[src/hw/rtl/crbm_pkg.sv]
package crbm_pkg;

    localparam int KIND_W      = 3;
    localparam int BYTE_W      = 8;
    localparam int LEN_W       = 7;
    localparam int FILL_W      = 6;
    localparam int PAT_W       = 64;
    localparam int PLEN_W      = 4;
    localparam int PATTERN_MAX = 8;
    localparam int IN_TDATA_W  = 16;
    localparam int OUT_TDATA_W = 24;
    localparam int CFG_IDX_W   = 1;
    localparam int CFG_DATA_W  = 64;

    typedef enum logic [KIND_W-1:0] {
        K_PUSH    = 3'd0,
        K_POP     = 3'd1,
        K_PEEK    = 3'd2,
        K_CLEAR   = 3'd3,
        K_COMPARE = 3'd4,
        K_LIMITED = 3'd5,
        K_ENDS    = 3'd6,
        K_DUMP    = 3'd7
    } kind_t;

    typedef enum logic [CFG_IDX_W-1:0] {
        CFG_PATTERN_BYTES  = 1'b0,
        CFG_PATTERN_LENGTH = 1'b1
    } cfg_reg_t;

    typedef logic signed [1:0] order_t;

    localparam order_t ORD_LESS    = 2'sb11;
    localparam order_t ORD_EQUAL   = 2'sb00;
    localparam order_t ORD_GREATER = 2'sb01;

    typedef struct packed {
        logic   latch_in;
        logic   do_push;
        logic   do_pop;
        logic   do_clear;
        logic   walk_head;
        logic   walk_tail;
        logic   walk_step;
        logic   rd_en;
        logic   set_refused;
        logic   take_byte;
        logic   set_order;
        order_t order_val;
        logic   set_sfx;
        logic   sfx_val;
        logic   emit;
    } cmd_t;

    typedef struct packed {
        kind_t  kind;
        logic   full;
        logic   empty;
        logic   out_free;
        logic   cmp_more;
        order_t cmp_end;
        logic   byte_lt;
        logic   byte_gt;
        logic   sfx_short;
        logic   sfx_done;
        logic   dump_none;
        logic   res_last;
    } status_t;

endpackage

[src/hw/rtl/crbm_dp.sv]
module crbm_dp #(
    parameter int DEPTH = 64
) (
    input  logic                               clk,
    input  logic                               rst_n,
    input  crbm_pkg::cmd_t                     cmd,
    output crbm_pkg::status_t                  status,
    input  logic [crbm_pkg::IN_TDATA_W-1:0]    s_tdata,
    input  logic [crbm_pkg::KIND_W-1:0]        s_tuser,
    output logic                               m_tvalid,
    input  logic                               m_tready,
    output logic [crbm_pkg::OUT_TDATA_W-1:0]   m_tdata,
    output logic                               m_tlast,
    input  logic                               cfg_we,
    input  logic [crbm_pkg::CFG_IDX_W-1:0]     cfg_index,
    input  logic [crbm_pkg::CFG_DATA_W-1:0]    cfg_data
);
    import crbm_pkg::*;

    localparam int AW = $clog2(DEPTH);
    localparam int WW = ((AW > LEN_W) ? AW : LEN_W) + 1;
    localparam logic [AW-1:0] LAST_SLOT = AW'(DEPTH - 1);
    localparam logic [AW-1:0] DEPTH_MOD = AW'(DEPTH);

    logic [BYTE_W-1:0] mem [DEPTH];
    logic [BYTE_W-1:0] mem_q_reg;

    logic [AW-1:0]     rd_idx_reg;
    logic [AW-1:0]     wr_idx_reg;
    logic [AW-1:0]     pos_reg;
    logic [LEN_W-1:0]  k_reg;
    logic [LEN_W-1:0]  cnt_reg;
    kind_t             kind_reg;
    logic [BYTE_W-1:0] data_reg;
    logic [LEN_W-1:0]  len_reg;
    logic [PAT_W-1:0]  pat_bytes_reg;
    logic [PLEN_W-1:0] pat_len_reg;

    logic [BYTE_W-1:0] res_byte_reg;
    logic              res_valid_reg;
    order_t            res_order_reg;
    logic              res_sfx_reg;
    logic              res_refused_reg;
    logic              res_last_reg;

    logic              out_valid_reg;
    logic [BYTE_W-1:0] out_byte_reg;
    logic              out_byte_valid_reg;
    logic [FILL_W-1:0] out_fill_reg;
    order_t            out_order_reg;
    logic              out_sfx_reg;
    logic              out_refused_reg;
    logic              out_last_reg;

    logic [AW-1:0]     fill;
    logic [WW-1:0]     fill_x;
    logic [WW-1:0]     len_x;
    logic [WW-1:0]     k_x;
    logic [WW-1:0]     plen_x;
    logic [PLEN_W-1:0] plen;
    logic [PLEN_W-1:0] plen_cap;
    logic              plen_found;
    logic [WW-1:0]     n_wide;
    logic [LEN_W-1:0]  n_now;
    logic [AW-1:0]     n_slots;
    logic [AW-1:0]     tail_pos;
    logic [BYTE_W-1:0] pat_k;
    logic              out_free;

    function automatic logic [AW-1:0] next_slot(input logic [AW-1:0] i);
        return (i == LAST_SLOT) ? '0 : AW'(i + 1'b1);
    endfunction

    // held characters, wrap-aware for any depth
    assign fill   = AW'(wr_idx_reg - rd_idx_reg + ((wr_idx_reg >= rd_idx_reg) ? '0 : DEPTH_MOD));
    assign fill_x = WW'(fill);
    assign len_x  = WW'(len_reg);
    assign k_x    = WW'(k_reg);
    assign plen_x = WW'(plen);

    // effective pattern length: clamp, then stop at first zero byte
    always_comb
    begin
        plen_cap   = (pat_len_reg > PLEN_W'(PATTERN_MAX)) ? PLEN_W'(PATTERN_MAX) : pat_len_reg;
        plen       = plen_cap;
        plen_found = 1'b0;
        for (int i = 0; i < PATTERN_MAX; i++)
        begin
            if (!plen_found && (PLEN_W'(i) < plen_cap) && (pat_bytes_reg[8*i +: 8] == '0))
            begin
                plen       = PLEN_W'(i);
                plen_found = 1'b1;
            end
        end
    end

    assign pat_k = pat_bytes_reg[8*k_reg[2:0] +: 8];

    always_comb
    begin
        if (kind_reg == K_ENDS)
        begin
            n_wide = (len_x < plen_x) ? len_x : plen_x;
        end
        else
        begin
            n_wide = (len_x < fill_x) ? len_x : fill_x;
        end
    end

    assign n_now    = n_wide[LEN_W-1:0];
    assign n_slots  = AW'(n_now);
    assign tail_pos = AW'(wr_idx_reg - n_slots + ((wr_idx_reg >= n_slots) ? '0 : DEPTH_MOD));
    assign out_free = !out_valid_reg || m_tready;

    always_comb
    begin
        status.kind      = kind_reg;
        status.full      = (fill == LAST_SLOT);
        status.empty     = (fill == '0);
        status.out_free  = out_free;
        status.cmp_more  = (k_x < fill_x) && (k_x < plen_x)
                           && !((kind_reg == K_LIMITED) && (k_x == len_x));
        if ((kind_reg == K_LIMITED) && (k_x == len_x))
        begin
            status.cmp_end = ORD_EQUAL;
        end
        else if ((k_x == fill_x) && (k_x == plen_x))
        begin
            status.cmp_end = ORD_EQUAL;
        end
        else if (k_x == plen_x)
        begin
            status.cmp_end = ORD_GREATER;
        end
        else
        begin
            status.cmp_end = ORD_LESS;
        end
        status.byte_lt   = (mem_q_reg < pat_k);
        status.byte_gt   = (mem_q_reg > pat_k);
        status.sfx_short = (fill_x < n_wide);
        status.sfx_done  = (k_reg == cnt_reg);
        status.dump_none = (n_now == '0);
        status.res_last  = res_last_reg;
    end

    // character store, one write and one registered read port
    always_ff @(posedge clk)
    begin
        if (cmd.do_push)
        begin
            mem[wr_idx_reg] <= data_reg;
        end
        if (cmd.rd_en)
        begin
            mem_q_reg <= mem[pos_reg];
        end
    end

    always_ff @(posedge clk or negedge rst_n)
    begin
        if (!rst_n)
        begin
            rd_idx_reg    <= '0;
            wr_idx_reg    <= '0;
            pat_bytes_reg <= '0;
            pat_len_reg   <= '0;
            out_valid_reg <= 1'b0;
        end
        else
        begin
            if (cfg_we)
            begin
                case (cfg_reg_t'(cfg_index))
                    CFG_PATTERN_BYTES:  pat_bytes_reg <= cfg_data;
                    CFG_PATTERN_LENGTH: pat_len_reg   <= cfg_data[PLEN_W-1:0];
                    default: ;
                endcase
            end
            if (cmd.do_clear)
            begin
                rd_idx_reg <= '0;
                wr_idx_reg <= '0;
            end
            else
            begin
                if (cmd.do_push)
                begin
                    wr_idx_reg <= next_slot(wr_idx_reg);
                end
                if (cmd.do_pop)
                begin
                    rd_idx_reg <= next_slot(rd_idx_reg);
                end
            end
            if (cmd.emit)
            begin
                out_valid_reg <= 1'b1;
            end
            else if (m_tready)
            begin
                out_valid_reg <= 1'b0;
            end
        end
    end

    always_ff @(posedge clk)
    begin
        if (cmd.latch_in)
        begin
            kind_reg        <= kind_t'(s_tuser);
            data_reg        <= s_tdata[BYTE_W-1:0];
            len_reg         <= s_tdata[BYTE_W +: LEN_W];
            res_byte_reg    <= '0;
            res_valid_reg   <= 1'b0;
            res_order_reg   <= ORD_EQUAL;
            res_sfx_reg     <= 1'b0;
            res_refused_reg <= 1'b0;
            res_last_reg    <= 1'b1;
        end
        if (cmd.walk_head)
        begin
            pos_reg <= rd_idx_reg;
            k_reg   <= '0;
            cnt_reg <= n_now;
        end
        else if (cmd.walk_tail)
        begin
            pos_reg <= tail_pos;
            k_reg   <= '0;
            cnt_reg <= n_now;
        end
        else if (cmd.walk_step)
        begin
            pos_reg <= next_slot(pos_reg);
            k_reg   <= LEN_W'(k_reg + 1'b1);
        end
        if (cmd.set_refused)
        begin
            res_refused_reg <= 1'b1;
        end
        if (cmd.take_byte)
        begin
            res_byte_reg  <= mem_q_reg;
            res_valid_reg <= 1'b1;
            res_last_reg  <= (kind_reg != K_DUMP) || (LEN_W'(k_reg + 1'b1) == cnt_reg);
        end
        if (cmd.set_order)
        begin
            res_order_reg <= cmd.order_val;
        end
        if (cmd.set_sfx)
        begin
            res_sfx_reg <= cmd.sfx_val;
        end
        if (cmd.emit)
        begin
            out_byte_reg       <= res_byte_reg;
            out_byte_valid_reg <= res_valid_reg;
            out_fill_reg       <= fill_x[FILL_W-1:0];
            out_order_reg      <= res_order_reg;
            out_sfx_reg        <= res_sfx_reg;
            out_refused_reg    <= res_refused_reg;
            out_last_reg       <= res_last_reg;
        end
    end

    assign m_tvalid = out_valid_reg;
    assign m_tlast  = out_last_reg;
    assign m_tdata  = {5'b0, out_refused_reg, out_sfx_reg, out_order_reg, out_fill_reg,
                       out_byte_valid_reg, out_byte_reg};

`ifndef SYNTHESIS
    a_refused_no_byte: assert property (@(posedge clk) disable iff (!rst_n)
        (out_valid_reg && out_refused_reg) |-> !out_byte_valid_reg)
        else $error("refused beat carries a character");

    a_push_not_full: assert property (@(posedge clk) disable iff (!rst_n)
        cmd.do_push |-> !status.full)
        else $error("push written into a full buffer");

    a_pop_not_empty: assert property (@(posedge clk) disable iff (!rst_n)
        cmd.do_pop |-> !status.empty)
        else $error("pop from an empty buffer");
`endif

endmodule

[src/hw/rtl/crbm_ctrl.sv]
module crbm_ctrl (
    input  logic                clk,
    input  logic                rst_n,
    input  logic                s_tvalid,
    output logic                s_tready,
    output crbm_pkg::cmd_t      cmd,
    input  crbm_pkg::status_t   status
);
    import crbm_pkg::*;

    typedef enum logic [3:0] {
        S_IDLE,
        S_DECODE,
        S_POP_RD,
        S_POP_WAIT,
        S_CMP_TEST,
        S_CMP_CHK,
        S_SFX_TEST,
        S_SFX_CHK,
        S_DUMP_RD,
        S_DUMP_TAKE,
        S_DUMP_EMIT,
        S_EMIT
    } state_t;

    state_t state_reg;
    state_t state_next;

    always_ff @(posedge clk or negedge rst_n)
    begin
        if (!rst_n)
        begin
            state_reg <= S_IDLE;
        end
        else
        begin
            state_reg <= state_next;
        end
    end

    assign s_tready = (state_reg == S_IDLE);

    always_comb
    begin
        cmd        = '0;
        state_next = state_reg;
        case (state_reg)
            S_IDLE:
            begin
                if (s_tvalid)
                begin
                    cmd.latch_in = 1'b1;
                    state_next   = S_DECODE;
                end
            end
            S_DECODE:
            begin
                case (status.kind)
                    K_PUSH:
                    begin
                        if (status.full)
                        begin
                            cmd.set_refused = 1'b1;
                        end
                        else
                        begin
                            cmd.do_push = 1'b1;
                        end
                        state_next = S_EMIT;
                    end
                    K_POP, K_PEEK:
                    begin
                        if (status.empty)
                        begin
                            cmd.set_refused = 1'b1;
                            state_next      = S_EMIT;
                        end
                        else
                        begin
                            cmd.walk_head = 1'b1;
                            state_next    = S_POP_RD;
                        end
                    end
                    K_CLEAR:
                    begin
                        cmd.do_clear = 1'b1;
                        state_next   = S_EMIT;
                    end
                    K_COMPARE, K_LIMITED:
                    begin
                        cmd.walk_head = 1'b1;
                        state_next    = S_CMP_TEST;
                    end
                    K_ENDS:
                    begin
                        if (status.sfx_short)
                        begin
                            state_next = S_EMIT;
                        end
                        else
                        begin
                            cmd.walk_tail = 1'b1;
                            state_next    = S_SFX_TEST;
                        end
                    end
                    K_DUMP:
                    begin
                        if (status.dump_none)
                        begin
                            state_next = S_EMIT;
                        end
                        else
                        begin
                            cmd.walk_head = 1'b1;
                            state_next    = S_DUMP_RD;
                        end
                    end
                    default: state_next = S_EMIT;
                endcase
            end
            S_POP_RD:
            begin
                cmd.rd_en  = 1'b1;
                state_next = S_POP_WAIT;
            end
            S_POP_WAIT:
            begin
                cmd.take_byte = 1'b1;
                cmd.do_pop    = (status.kind == K_POP);
                state_next    = S_EMIT;
            end
            S_CMP_TEST:
            begin
                if (status.cmp_more)
                begin
                    cmd.rd_en  = 1'b1;
                    state_next = S_CMP_CHK;
                end
                else
                begin
                    cmd.set_order = 1'b1;
                    cmd.order_val = status.cmp_end;
                    state_next    = S_EMIT;
                end
            end
            S_CMP_CHK:
            begin
                if (status.byte_lt)
                begin
                    cmd.set_order = 1'b1;
                    cmd.order_val = ORD_LESS;
                    state_next    = S_EMIT;
                end
                else if (status.byte_gt)
                begin
                    cmd.set_order = 1'b1;
                    cmd.order_val = ORD_GREATER;
                    state_next    = S_EMIT;
                end
                else
                begin
                    cmd.walk_step = 1'b1;
                    state_next    = S_CMP_TEST;
                end
            end
            S_SFX_TEST:
            begin
                if (status.sfx_done)
                begin
                    cmd.set_sfx = 1'b1;
                    cmd.sfx_val = 1'b1;
                    state_next  = S_EMIT;
                end
                else
                begin
                    cmd.rd_en  = 1'b1;
                    state_next = S_SFX_CHK;
                end
            end
            S_SFX_CHK:
            begin
                if (status.byte_lt || status.byte_gt)
                begin
                    state_next = S_EMIT;
                end
                else
                begin
                    cmd.walk_step = 1'b1;
                    state_next    = S_SFX_TEST;
                end
            end
            S_DUMP_RD:
            begin
                cmd.rd_en  = 1'b1;
                state_next = S_DUMP_TAKE;
            end
            S_DUMP_TAKE:
            begin
                cmd.take_byte = 1'b1;
                state_next    = S_DUMP_EMIT;
            end
            S_DUMP_EMIT:
            begin
                if (status.out_free)
                begin
                    cmd.emit = 1'b1;
                    if (status.res_last)
                    begin
                        state_next = S_IDLE;
                    end
                    else
                    begin
                        cmd.walk_step = 1'b1;
                        state_next    = S_DUMP_RD;
                    end
                end
            end
            S_EMIT:
            begin
                if (status.out_free)
                begin
                    cmd.emit   = 1'b1;
                    state_next = S_IDLE;
                end
            end
            default: state_next = S_IDLE;
        endcase
    end

`ifndef SYNTHESIS
    a_emit_into_free: assert property (@(posedge clk) disable iff (!rst_n)
        cmd.emit |-> status.out_free)
        else $error("result loaded over an untaken beat");

    a_decode_after_idle: assert property (@(posedge clk) disable iff (!rst_n)
        (state_reg == S_DECODE) |-> $past(state_reg == S_IDLE))
        else $error("decode entered without an accepted item");

    a_take_after_read: assert property (@(posedge clk) disable iff (!rst_n)
        cmd.take_byte |-> $past(cmd.rd_en))
        else $error("store data used without a read the cycle before");
`endif

endmodule

[src/hw/rtl/char_ring_buffer_matcher.sv]
// sequence after accept: push, clear, refused pop/peek, an empty dump and a too-short
//   ends-with go from decode straight to emit; pop or peek reads the store and takes the
//   byte; compare or ends-with reads and checks one byte per step (at most 8 walked); dump
//   reads, takes and emits each byte in turn; every emit waits while the output stalls
// throughput: one item at a time; the next item is taken once the last beat of the
//   previous one is loaded into the output register
module char_ring_buffer_matcher #(
    parameter int DEPTH = 64    // store entries, holds DEPTH-1 characters
) (
    input  logic                               clk,
    input  logic                               rst_n,

    // command stream
    input  logic                               s_tvalid,
    output logic                               s_tready,
    input  logic [crbm_pkg::IN_TDATA_W-1:0]    s_tdata,   // data_byte[7:0], length[14:8], pad
    input  logic [crbm_pkg::KIND_W-1:0]        s_tuser,   // kind[2:0]

    // result stream
    output logic                               m_tvalid,
    input  logic                               m_tready,
    // out_byte[7:0], byte_valid[8], fill_count[14:9], order[16:15],
    // suffix_match[17], refused[18], pad
    output logic [crbm_pkg::OUT_TDATA_W-1:0]   m_tdata,
    output logic                               m_tlast,   // last beat of an item's run

    // register writes: 0 pattern_bytes, 1 pattern_length
    input  logic                               cfg_we,
    input  logic [crbm_pkg::CFG_IDX_W-1:0]     cfg_index,
    input  logic [crbm_pkg::CFG_DATA_W-1:0]    cfg_data
);
    import crbm_pkg::*;

    // reset: rst_n asynchronous active low; empties the buffer, clears both pattern registers

    // controller sequences each command; datapath owns the store, indices,
    // pattern registers, walk counters and the output register
    cmd_t    cmd;
    status_t status;

    crbm_ctrl u_ctrl (
        .clk      (clk),
        .rst_n    (rst_n),
        .s_tvalid (s_tvalid),
        .s_tready (s_tready),
        .cmd      (cmd),
        .status   (status)
    );

    // the output register lets a new command be taken while the last beat waits
    crbm_dp #(
        .DEPTH (DEPTH)
    ) u_dp (
        .clk       (clk),
        .rst_n     (rst_n),
        .cmd       (cmd),
        .status    (status),
        .s_tdata   (s_tdata),
        .s_tuser   (s_tuser),
        .m_tvalid  (m_tvalid),
        .m_tready  (m_tready),
        .m_tdata   (m_tdata),
        .m_tlast   (m_tlast),
        .cfg_we    (cfg_we),
        .cfg_index (cfg_index),
        .cfg_data  (cfg_data)
    );

endmodule

[config.mk]
export PLATFORM = sky130hd
export DESIGN_NAME = char_ring_buffer_matcher
export DESIGN_NICKNAME = d
export VERILOG_FILES = /design/src/hw/rtl/crbm_pkg.sv /design/src/hw/rtl/crbm_dp.sv /design/src/hw/rtl/crbm_ctrl.sv /design/src/hw/rtl/char_ring_buffer_matcher.sv
export SDC_FILE = /design/constraint.sdc
export NUM_CORES = 1
export LEC_CHECK = 0
export CORE_MARGIN = 4
export CORE_UTILIZATION = 57
export CTS_BUF_LIST = sky130_fd_sc_hd__clkbuf_16
export DETAILED_ROUTE_END_ITERATION = 8
export DONT_BUFFER_PORTS = 1
export PLACE_DENSITY = 0.79
export SLEW_MARGIN = 20
export SYNTH_ARGS = -nofsm -noshare
export SYNTH_HDL_FRONTEND = slang
export SYNTH_SLANG_ARGS = --single-unit
[constraint.sdc]
create_clock -name clk -period 5.8 [get_ports clk]
set_clock_uncertainty 0.05 [all_clocks]
set_input_delay 0.87 -clock clk [delete_from_list [all_inputs] [get_ports clk]]
set_output_delay 0.87 -clock clk [all_outputs]
set_load 0.005 [all_outputs]
### After elaboration in Yosys (flattened, before gate mapping)

Memories as Yosys holds them, arrays and structs flattened. A register that Yosys moved wholly into a read port is not among the register bits.
Index checks and enable logic that the tools add are counted.

| operators by class | value |
|---|---|
| add/subtract/negate cells | 6 |
| $mul | 0 |
| div/mod/pow operators | 0 |
| $lt $le $gt $ge | 16 |
| equal/unequal tests | 31 |
| shift-type cells | 1 |
| muxes and demuxes | 95 |
| bitwise gates (word level) | 1 |
| reductions and logical operators | 61 |

Operators with widths:

| cell | number |
|---|---|
| two-way mux 4 bit | 20 |
| zero test 8 bit | 8 |
| indexed part select 64 x 7 -> 8 bit | 1 |
| two-way mux 6 bit | 10 |
| case mux 4 bit (12 select lines) | 1 |
| two-way mux 1 bit | 39 |
| two-way mux 7 bit | 4 |
| equality test 6 bit (second input constant) | 4 |
| two-way mux 8 bit | 3 |
| equality test 7 bit | 3 |
| case mux 4 bit (5 select lines) | 1 |
| logical AND 1 bit | 19 |
| adder 6 x 1 -> 6 bit (second input constant) | 3 |
| equality test 4 x 3 -> 1 bit (second input constant) | 4 |
| equality test 4 bit (second input constant) | 4 |
| < comparator 3 x 4 -> 1 bit (first input constant) | 4 |
| two-way mux 2 bit | 8 |
| < comparator 7 x 4 -> 1 bit | 2 |
| < comparator 7 x 6 -> 1 bit | 2 |
| nonzero test 2 bit | 7 |
| OR reduction 2 bit | 7 |
| equality test 3 bit (second input constant) | 4 |
| two-way mux 3 bit | 4 |
| subtractor 6 bit | 2 |
| other kinds (29) | 47 |

| storage, ports and cells | value |
|---|---|
| register bits after elaboration | 157 |
| bits in latches | 0 |
| bits in writable memories | 512 |
| memory bits (read-only) | 0 |
| output and inout bits | 27 |
| memories | 1 |

Memory list:

| name | words | width | rd ports | clocked after memory_dff | write ports | line | RTL |
|---|---|---|---|---|---|---|---|
| u_dp.mem | 64 | 8 | 1 | 1 | 1 | crbm_dp.sv:25 | `logic [BYTE_W-1:0] mem [DEPTH];` |

### Longest topological paths before layout

Gate-level depths: netlist of the first run.

| depth | value |
|---|---|
| depth after elaboration | 42 |
| gate-level depth with buffers | 29 |
| gate-level depth less buffers | 27 |

### Cells and area by module

Synthesis of the first run repeated with hierarchy kept, for this count alone.

| second synthesis, totals | value |
|---|---|
| cells, all modules | 1877 |
| area total of the unflattened synthesis | 29370.7 um^2 |

Modules (own cells, without submodules):

| module | instances | cells each | area each (um^2) | seq. area each (um^2) |
|---|---|---|---|---|
| crbm_dp | 1 | 1783 | 28738.8 | 19713.9 |
| crbm_ctrl | 1 | 94 | 631.9 | 100.1 |

### Worst setup path before layout of the first run

No wires, ideal clock.

| path | value |
|---|---|
| path kind | reg-to-reg |
| from | reg u_dp.wr_idx_reg[0] |
| to | reg u_dp.pos_reg[0], data pin |
| library setup time | 0.260 ns |
| arrival time | 5.680 ns |
| data required time | 5.490 ns |
| setup slack | -0.191 ns |
| stages on the path, launching flop included | 27 |
| path buffers | 2 |
| period minus slack after synthesis | 5.991 ns |
| cell sequence | dfrtp_1 clkbuf_1 inv_1 ha_1 inv_1 fa_1 a21o_1 a21oi_1 xnor2_1 inv_1 ha_1 a21o_1 a211o_1 nor2_1 nor2_1 o2bb2ai_1 or2_2 ha_1 or4_1 a21oi_1 nand3_1 a31o_2 o21ai_1 or3_1 buf_4 mux2i_1 mux2_4 |

| on the way | value |
|---|---|
| cells in the longest elaborated chain, start to end | 10 |
| elaborated cells between the ends (all ways) | 16 |
| classes of those cells | add/sub (2); order compare (2); mux (10); reduce/logical (2) |

RTL lines:

| what | line | RTL |
|---|---|---|
| start, declared | crbm_dp.sv:29 | `logic [AW-1:0] wr_idx_reg;` |
| start signal, assigned | crbm_dp.sv:190 | `wr_idx_reg <= next_slot(wr_idx_reg);` |
| subtractor 6 bit * | crbm_dp.sv:75 | `assign fill = AW'(wr_idx_reg - rd_idx_reg + ((wr_idx_reg >= rd_idx_reg) ? '0 : DEPTH_MOD));` |
| via u_dp.fill[4] | crbm_dp.sv:55 | `logic [AW-1:0] fill;` |
| < comparator 7 x 6 -> 1 bit | crbm_dp.sv:107 | `n_wide = (len_x < fill_x) ? len_x : fill_x;` |
| two-way mux 7 bit | crbm_dp.sv:107 |  |
| two-way mux 8 bit | crbm_dp.sv:101 | `if (kind_reg == K_ENDS)` |
| < comparator 6 x 8 -> 1 bit | crbm_dp.sv:142 | `status.sfx_short = (fill_x < n_wide);` |
| two-way mux 1 bit | crbm_ctrl.sv:96 | `if (status.sfx_short)` |
| two-way mux 1 bit | crbm_ctrl.sv:58 | `case (status.kind)` |
| two-way mux 3 bit | crbm_ctrl.sv:47 | `case (state_reg)` |
| two-way mux 6 bit | crbm_dp.sv:228 | `else if (cmd.walk_tail)` |
| two-way mux 6 bit * | crbm_dp.sv:222 | `if (cmd.walk_head)` |
| end signal, assigned | crbm_dp.sv:224 | `pos_reg <= rd_idx_reg;` |
| end signal, assigned | crbm_dp.sv:230 | `pos_reg <= tail_pos;` |
| end signal, assigned | crbm_dp.sv:236 | `pos_reg <= next_slot(pos_reg);` |
| end, declared | crbm_dp.sv:30 | `logic [AW-1:0] pos_reg;` |

Mark *: on every way through the listed nets, which the timed path passes. The rest lies on a longest branch.
A chain may end at the register's enable or synchronous reset.

### Worst setup path in the final report of the first run

| path | value |
|---|---|
| from | reg u_dp.wr_idx_reg[0] |
| to | reg u_dp.k_reg[0] |

| on the way | value |
|---|---|
| cells in the longest elaborated chain, start to end | 9 |
| elaborated cells between the ends (all ways) | 14 |
| classes of those cells | add/sub (1); order compare (2); mux (8); reduce/logical (3) |

RTL lines:

| what | line | RTL |
|---|---|---|
| subtractor 6 bit * | crbm_dp.sv:75 |  |
| via u_dp.fill[4] | crbm_dp.sv:55 |  |
| < comparator 7 x 6 -> 1 bit | crbm_dp.sv:107 |  |
| two-way mux 7 bit | crbm_dp.sv:107 |  |
| two-way mux 8 bit | crbm_dp.sv:101 |  |
| < comparator 6 x 8 -> 1 bit / zero test 7 bit (equally long branches) | crbm_dp.sv:142, crbm_dp.sv:144 |  |
| two-way mux 1 bit, on equally long branches | crbm_ctrl.sv:96, crbm_ctrl.sv:108 |  |
| two-way mux 1 bit / case mux 1 bit (3 select lines) (equally long branches) | crbm_ctrl.sv:58 |  |
| two-way mux 3 bit * | crbm_ctrl.sv:47 |  |
| OR reduction 2 bit (no line) * | - |  |
| end signal, assigned | crbm_dp.sv:237 | `k_reg <= LEN_W'(k_reg + 1'b1);` |
| end, declared | crbm_dp.sv:31 | `logic [LEN_W-1:0] k_reg;` |

Marks and branches as above.

==> results of run 1 <==
worst paths after layout:
| kind | slack, ns | end | cells past startpoint | startpoint |
|---|---|---|---|---|
| hold / removal | 0.09 | u_ctrl.state_reg[1]$_DFFE_PN0P_ | 1 | rst_n |
| max in group asynchronous | 5.22 | u_dp.pat_bytes_reg[37]$_DFFE_PN0P_ | 1 | rst_n |
| hold reg to reg | 0.37 | u_dp.out_byte_reg[4]$_DFFE_PP_ | 0 | u_dp.res_byte_reg[4]$_SDFFCE_PN0P_ |
| setup reg to reg | 0.22 | u_dp.k_reg[0]$_SDFFE_PP0P_ | 26 | u_dp.wr_idx_reg[0]$_DFFE_PN0P_ |
| setup / recovery | 0.22 | u_dp.k_reg[0]$_SDFFE_PP0P_ | 26 | u_dp.wr_idx_reg[0]$_DFFE_PN0P_ |
| min in group clk | 0.29 | u_dp.data_reg[3]$_DFFE_PP_ | 0 | s_tdata[3] |
repair_timing:
action,4_1_cts,5_1_grt
resized for setup,2,4
endpoints found under the hold margin,85,0
hold buffers,1,0
endpoints found under the setup margin,8,22
pin swaps,0,2
area by class of cell:
type / instances / share of cell area (%)
diodes: 2 / 0.0154
clock inverters: 55 / 1.35
multi-input cells: 1038 / 27.7
clock buffers: 72 / 5.55
flip-flops and latches: 677 / 61.1
well taps: 672 / 2.59
repair buffers: 50 / 1.30
inverters: 37 / 0.428
cells by family (layout without fill, tap and decap cells):
logic type	Yosys count	in the layout	synth area share, %
mux	307	307	14.7
other cells	1	8	0.0128
fa+ha+maj	47	47	2.06
buf+inv	140	214	1.92
flops	677	677	67.6
xor+xnor	39	39	1.17
compound gates	297	297	6.68
simple gates	342	342	5.80
metrics by stage:
step,area [sq um],cells
2_1_floorplan,29300,1855
3_3_place_gp,30100,2473
3_5_place_dp,30100,2473
4_1_cts,32400,2601
5_1_grt,32400,2601
6_report,32400,2603
layout by cell type (no fill, tap or decap), types with 20 or more instances in the layout:
cell         n
nand3_1     28
inv_1       55
clkbuf_16   72
nor2_1     108
ha_1        45
mux4_2      88
edfxtp_1   583
a21oi_1     99
mux2i_1    115
nand2_1     72
o221ai_1    32
o22ai_1     35
dfrtp_1     85
xnor2_1     22
buf_4       47
o21ai_0     55
mux2_2     102
nor3_1      20
power breakdown:
group          switching [mW]  total [mW]  leakage (nW)  internal, mW
Combinational            2.54        4.34          3.72          1.80
Sequential              0.330        6.10          6.35          5.77
Clock                    1.88        4.38          1.17          2.50
Total                    4.75        14.8          11.2          10.1
synthesized netlist by cell type, types with 17 or more instances:
library cell,count,area share (%)
xor2_1,17,0.51
mux4_2,88,6.8
nor3_1,20,0.34
nand2_1,72,0.92
inv_1,37,0.47
xnor2_1,22,0.66
mux2_2,102,3.9
nand3_1,28,0.48
edfxtp_1,583,60
nor4_1,19,0.41
mux2i_1,115,3.9
dfrtp_1,85,7.3
clkbuf_1,80,1.0
a21oi_1,100,1.7
o22ai_1,35,0.75
nor2_1,111,1.4
ha_1,45,1.9
o221ai_1,32,0.96
o21ai_0,55,0.94
per-layer routing:
| metal | part of all wire (%) | GRT usage [%] |
|---|---|---|
| met5 | 0.019 | 0 |
| met4 | 5.0 | 11.2 |
| met3 | 8.0 | 5.03 |
| met2 | 48 | 38.8 |
| met1 | 39 | 32.1 |
==> metrics.cfg, run 1 <==
[floorplan]
die_w_um=235
num_rows=82
die_y_um=235
initial_core_util_pct=58.0
dieArea_sq_mm=0.0551
io_pins=116
core_area_sq_mm=0.0505

[setup_path]
arrival_ns=6.09
cp_top_family=compound AO/OA/AOI/OAI gates
crit_path_max_fanout=9
worst-path-buf-inv=6
slowest_stage=or4_1
crit_type=register to register
end_kind=register
start_kind=register
slowest_delay_ns=0.54
required_ns=6.31

[power]
p_leak_nw=11.2
ir_worst_vdd_mv=0.314
p_per_area_mw_per_mm2=457
total_power_mw=14.8

[global_route]
antenna_found_initial=2
first_global_vias=16900
grt_pass1_wl_mm=103
grt_use_total_pct=24.2
gr-total-overflow=0
grt_max_degree=131

[sta]
tns_ns=0
tightestPinTransition_ns=1.02
finalCriticalPeriod_ns=5.58
finalWorstSetupSlack_ns=0.224
rsz0062_at_grt=false
fin_crit_sh_pct=96.1
holdWs_ns=0.0931
max_clock_freq_ghz=0.179
finalMaxSlewViolations=0
relSlewSlack_pct=32.0
setup_viol_count_final=0
timing_hold_violations_final=0

[placement]
place_hpwl_mm=42.7
portBuffers=0
gp_congestion=0.955
dpl_worst_slack_ns=-0.0392

[logic_synthesis]
ys.flop_type=edfxtp_1
syn_area_sq_mm=0.0293
synth.avg_cell_area_sq_um=15.8
ys_ff_latch=677
ys_seq_area_share_pct=67.6
synthDistinctLibCells=83
synth_edf_count=583
syn_inst=1850
synth_warnings=0
async_flop_share_pct=12.6

[routing]
postRouteWirelength_mm=67.8
first_iter_violations=1856
first_pass_iters=5
detail-route-antenna-nets=0
drcViolationCount=0
vias=16800
vias_per_cell=6.46
wire_per_inst_um=26.1

[layout]
syn_to_final_growth_pct=10.8
final_core_util_pct=64.3
drive_gt1_share_pct=19.8
nFillCells=3471
seq_area_sq_mm=0.0198
fin_nets=2010
multi_input_area_sq_mm=0.00899
largest_register_ffs=512

[cts]
clkTransAtPathRegs_ns=0.06
post_cts_buffers=0
clkSinkCount=677
cts_buffers=70
cts_tree=yes
insertion_delay_ns=0.62
root_buffer=clkbuf_16
max-clock-path-buffers=3
htree_num_levels=3

[run_status]
status=finished, final reports clean

[min_path]
hp-class=input port to async pin

[job]
maxCapViolCount=0

Power figures use the tool's default switching activity.
==> run 2: changes to the inputs <==
- REMOVE_ABC_BUFFERS: unset -> 1
==> run 2 against run 1 <==
Global-route usage is 0.22 points higher. Via count fell by 0.33%. Cell count up 0.31%. Highest routed layer unchanged. Count of clock-buffer cells in the layout is 2 lower. Critical path depth shrank 3. First-iteration DRC count is 0.97% higher. Maximum frequency increased by 0.81%.
==> metrics.cfg, run 2 (same netlist as run 1, synthesis figures left out) <==
[setup_path]
crit_path_max_fanout=8  ; -1
worst-path-buf-inv=2  ; -4
path_cells=nor4_1 -> buf_4 -> nand3_1 -> and2_1 -> a311oi_1 -> or2_2 -> ha_1 -> o21a_1 -> o21ai_0 -> a21oi_2 -> o21ai_0 -> o2bb2ai_1 -> or2_2 -> ha_1 -> or4_1 -> a21oi_1 -> nand3_1 -> a31o_2 -> o21ai_2 -> buf_4 -> nor3_4 -> mux2i_1 -> mux2i_1
arrival_ns=5.81  ; -0.28 ns
end_kind=register
required_ns=6.08  ; -0.23 ns
slowest_stage=or4_1
rr_worst_depth=23  ; -12%
crit_type=register to register
cp_top_family=compound AO/OA/AOI/OAI gates
start_kind=register
crit_cells=23  ; -12%
slowest_delay_ns=0.46  ; -0.08 ns

[placement]
place_hpwl_mm=43.4  ; +1.5%
portBuffers=0  ; unchanged
post_dp_cell_area_sq_mm=0.0302  ; +0.19%
place_inst=2482  ; +0.36%
gp_congestion=0.922  ; -3.4%

[cts]
clkSinkCount=677  ; unchanged
max-clock-path-buffers=3  ; unchanged
cts_tree=yes
insertion_delay_ns=0.61  ; about the same
cts_buffers=68  ; -2.9%
post_cts_buffers=0  ; unchanged
root_buffer=clkbuf_16
clkTransAtPathRegs_ns=0.06  ; about the same
htree_num_levels=3  ; unchanged

[routing]
vias=16800  ; -0.33%
postRouteWirelength_mm=68.5  ; +0.92%
detail-route-antenna-nets=0  ; unchanged
first_pass_iters=5  ; unchanged
drcViolationCount=0  ; unchanged
vias_per_cell=6.42  ; -0.63%
wire_per_inst_um=26.2  ; +0.61%
first_iter_violations=1874  ; +0.97%

[layout]
final_core_util_pct=64.3  ; about the same
largest_register_ffs=512  ; unchanged
multi_input_area_sq_mm=0.00900  ; about the same
seq_area_sq_mm=0.0198  ; unchanged
fin_nets=2017  ; +0.35%
layout_commonest_cell=edfxtp_1
syn_to_final_growth_pct=10.8  ; about the same
nFillCells=3428  ; -1.2%
layout_common_cells=583 x edfxtp_1, 115 x mux2i_1, 109 x nor2_1, 102 x mux2_2, 99 x a21oi_1
fin_cells=2611  ; +0.31%
design_area_sq_mm=0.0325  ; about the same
drive_gt1_share_pct=20.2  ; +0.44 points

[global_route]
busiest_layer=met2
gr-total-overflow=0  ; unchanged
use_met3_pct=4.83  ; -0.20 points
grtUsageMet1_pct=31.8  ; -0.33 points
first_global_vias=16800  ; -0.23%
grt_max_degree=99  ; -24%
grt_use_total_pct=24.4  ; +0.22 points
grt_pass1_wl_mm=103  ; +0.70%
grt_util_met2_pct=40.9  ; +2.1 points
antenna_found_initial=4  ; +2

[sta]
finalMaxSlewViolations=0  ; unchanged
tightestPinTransition_ns=1.01  ; -0.00995 ns
rsz0062_at_grt=false
max_clock_freq_ghz=0.181  ; +0.81%
setup_viol_count_final=0  ; unchanged
finalCriticalPeriod_ns=5.53  ; -0.0449 ns
tns_ns=0  ; unchanged
timing_hold_violations_final=0  ; unchanged
fin_crit_sh_pct=95.4  ; -0.77 points
relSlewSlack_pct=32.6  ; +0.66 points

[floorplan]
io_pins=116  ; unchanged
initial_core_util_pct=58.0  ; unchanged
dieArea_sq_mm=0.0551  ; unchanged
die_w_um=235  ; unchanged
num_rows=82  ; unchanged
core_area_sq_mm=0.0505  ; unchanged
die_y_um=235  ; unchanged

[power]
p_leak_nw=11.2  ; about the same
total_power_mw=14.8  ; -0.23%
ir_worst_vdd_mv=0.330  ; +5.2%
p_per_area_mw_per_mm2=455  ; -0.27%

[job]
maxCapViolCount=0  ; unchanged

[min_path]
hp-class=input port to async pin

[run_status]
status=finished, final reports clean

==> run 2: cell count changes in the layout (fill, tap and decap cells not counted), sizes merged <==
cell	before	now
buf	50	59
bufinv	5	4
clkbuf	72	70
clkinv	25	35
clkinvlp	2	1
diode	2	3
inv	60	52
==> run 2: layout make-up <==
| cell class | instances | area share [%] |
|---|---|---|
| Inverter | 37 | 0.428 |
| Clock inverter | 55 | 1.30 |
| Sequential cell | 677 | 61.0 |
| Clock buffer | 70 | 5.40 |
| Tap cell | 672 | 2.59 |
| Antenna cell | 3 | 0.0231 |
| Multi-Input combinational cell | 1038 | 27.7 |
| Timing Repair Buffer | 59 | 1.50 |
==> run 2: final timing paths <==
| kind | start | slack (ns) | to |
|---|---|---|---|
| worst max register to register | u_dp.pat_bytes_reg[45]$_DFFE_PN0P_ | 0.27 | u_dp.pos_reg[3]$_DFFE_PP_ |
| min in group clk | s_tdata[0] | 0.30 | u_dp.data_reg[0]$_DFFE_PP_ |
| max in group asynchronous | rst_n | 5.16 | u_dp.pat_bytes_reg[0]$_DFFE_PN0P_ |
| worst min register to register | u_dp.res_byte_reg[7]$_SDFFCE_PN0P_ | 0.37 | u_dp.out_byte_reg[7]$_DFFE_PP_ |
| worst max-delay path | u_dp.pat_bytes_reg[45]$_DFFE_PN0P_ | 0.27 | u_dp.pos_reg[3]$_DFFE_PP_ |
| worst min-delay path | rst_n | 0.08 | u_dp.m_tvalid$_DFFE_PN0P_ |
==> run 2: timing repair <==
item | 4_1_cts | 5_1_grt
hold buffers | 1 | 0
endpoints found under the hold margin | 85 | 0
setup endpoints to repair | 0 | 22
gates resized for setup | 0 | 11
==> run 2: per-stage QoR <==
stage,setup slack (ns),hold slack (ns)
3_5_place_dp,0.0481,0.355
5_1_grt,0.0241,0.103
3_3_place_gp,0.105,0.354
6_report,0.269,0.0770
4_1_cts,0.0139,0.119
2_1_floorplan,-2.26,0.350
==> run 2: worst reg2reg max path, cell delays in order (launching register included) <==
cell	delay, ns
dfrtp_1	0.39
nor4_1	0.34
buf_4	0.17
nand3_1	0.09
and2_1	0.18
a311oi_1	0.43
or2_2	0.23
ha_1	0.24
o21a_1	0.19
o21ai_0	0.29
a21oi_2	0.15
o21ai_0	0.13
o2bb2ai_1	0.10
or2_2	0.33
ha_1	0.21
or4_1	0.46
a21oi_1	0.21
nand3_1	0.11
a31o_2	0.23
o21ai_2	0.18
buf_4	0.18
nor3_4	0.07
mux2i_1	0.21
mux2i_1	0.10
==> run 2: power breakdown <==
group	switching, mW	internal, mW	total, mW
sequential	0.344	5.77	6.11
clock	1.84	2.39	4.23
combinational	2.62	1.82	4.44
==> run 2: routing by layer <==
metal | vias up | wire (um)
met4 | 2 | 2730
met3 | 154 | 5420
met1 | 8413 | 25900
met2 | 852 | 34400
li1 | 7335 | -
met5 | - | 9
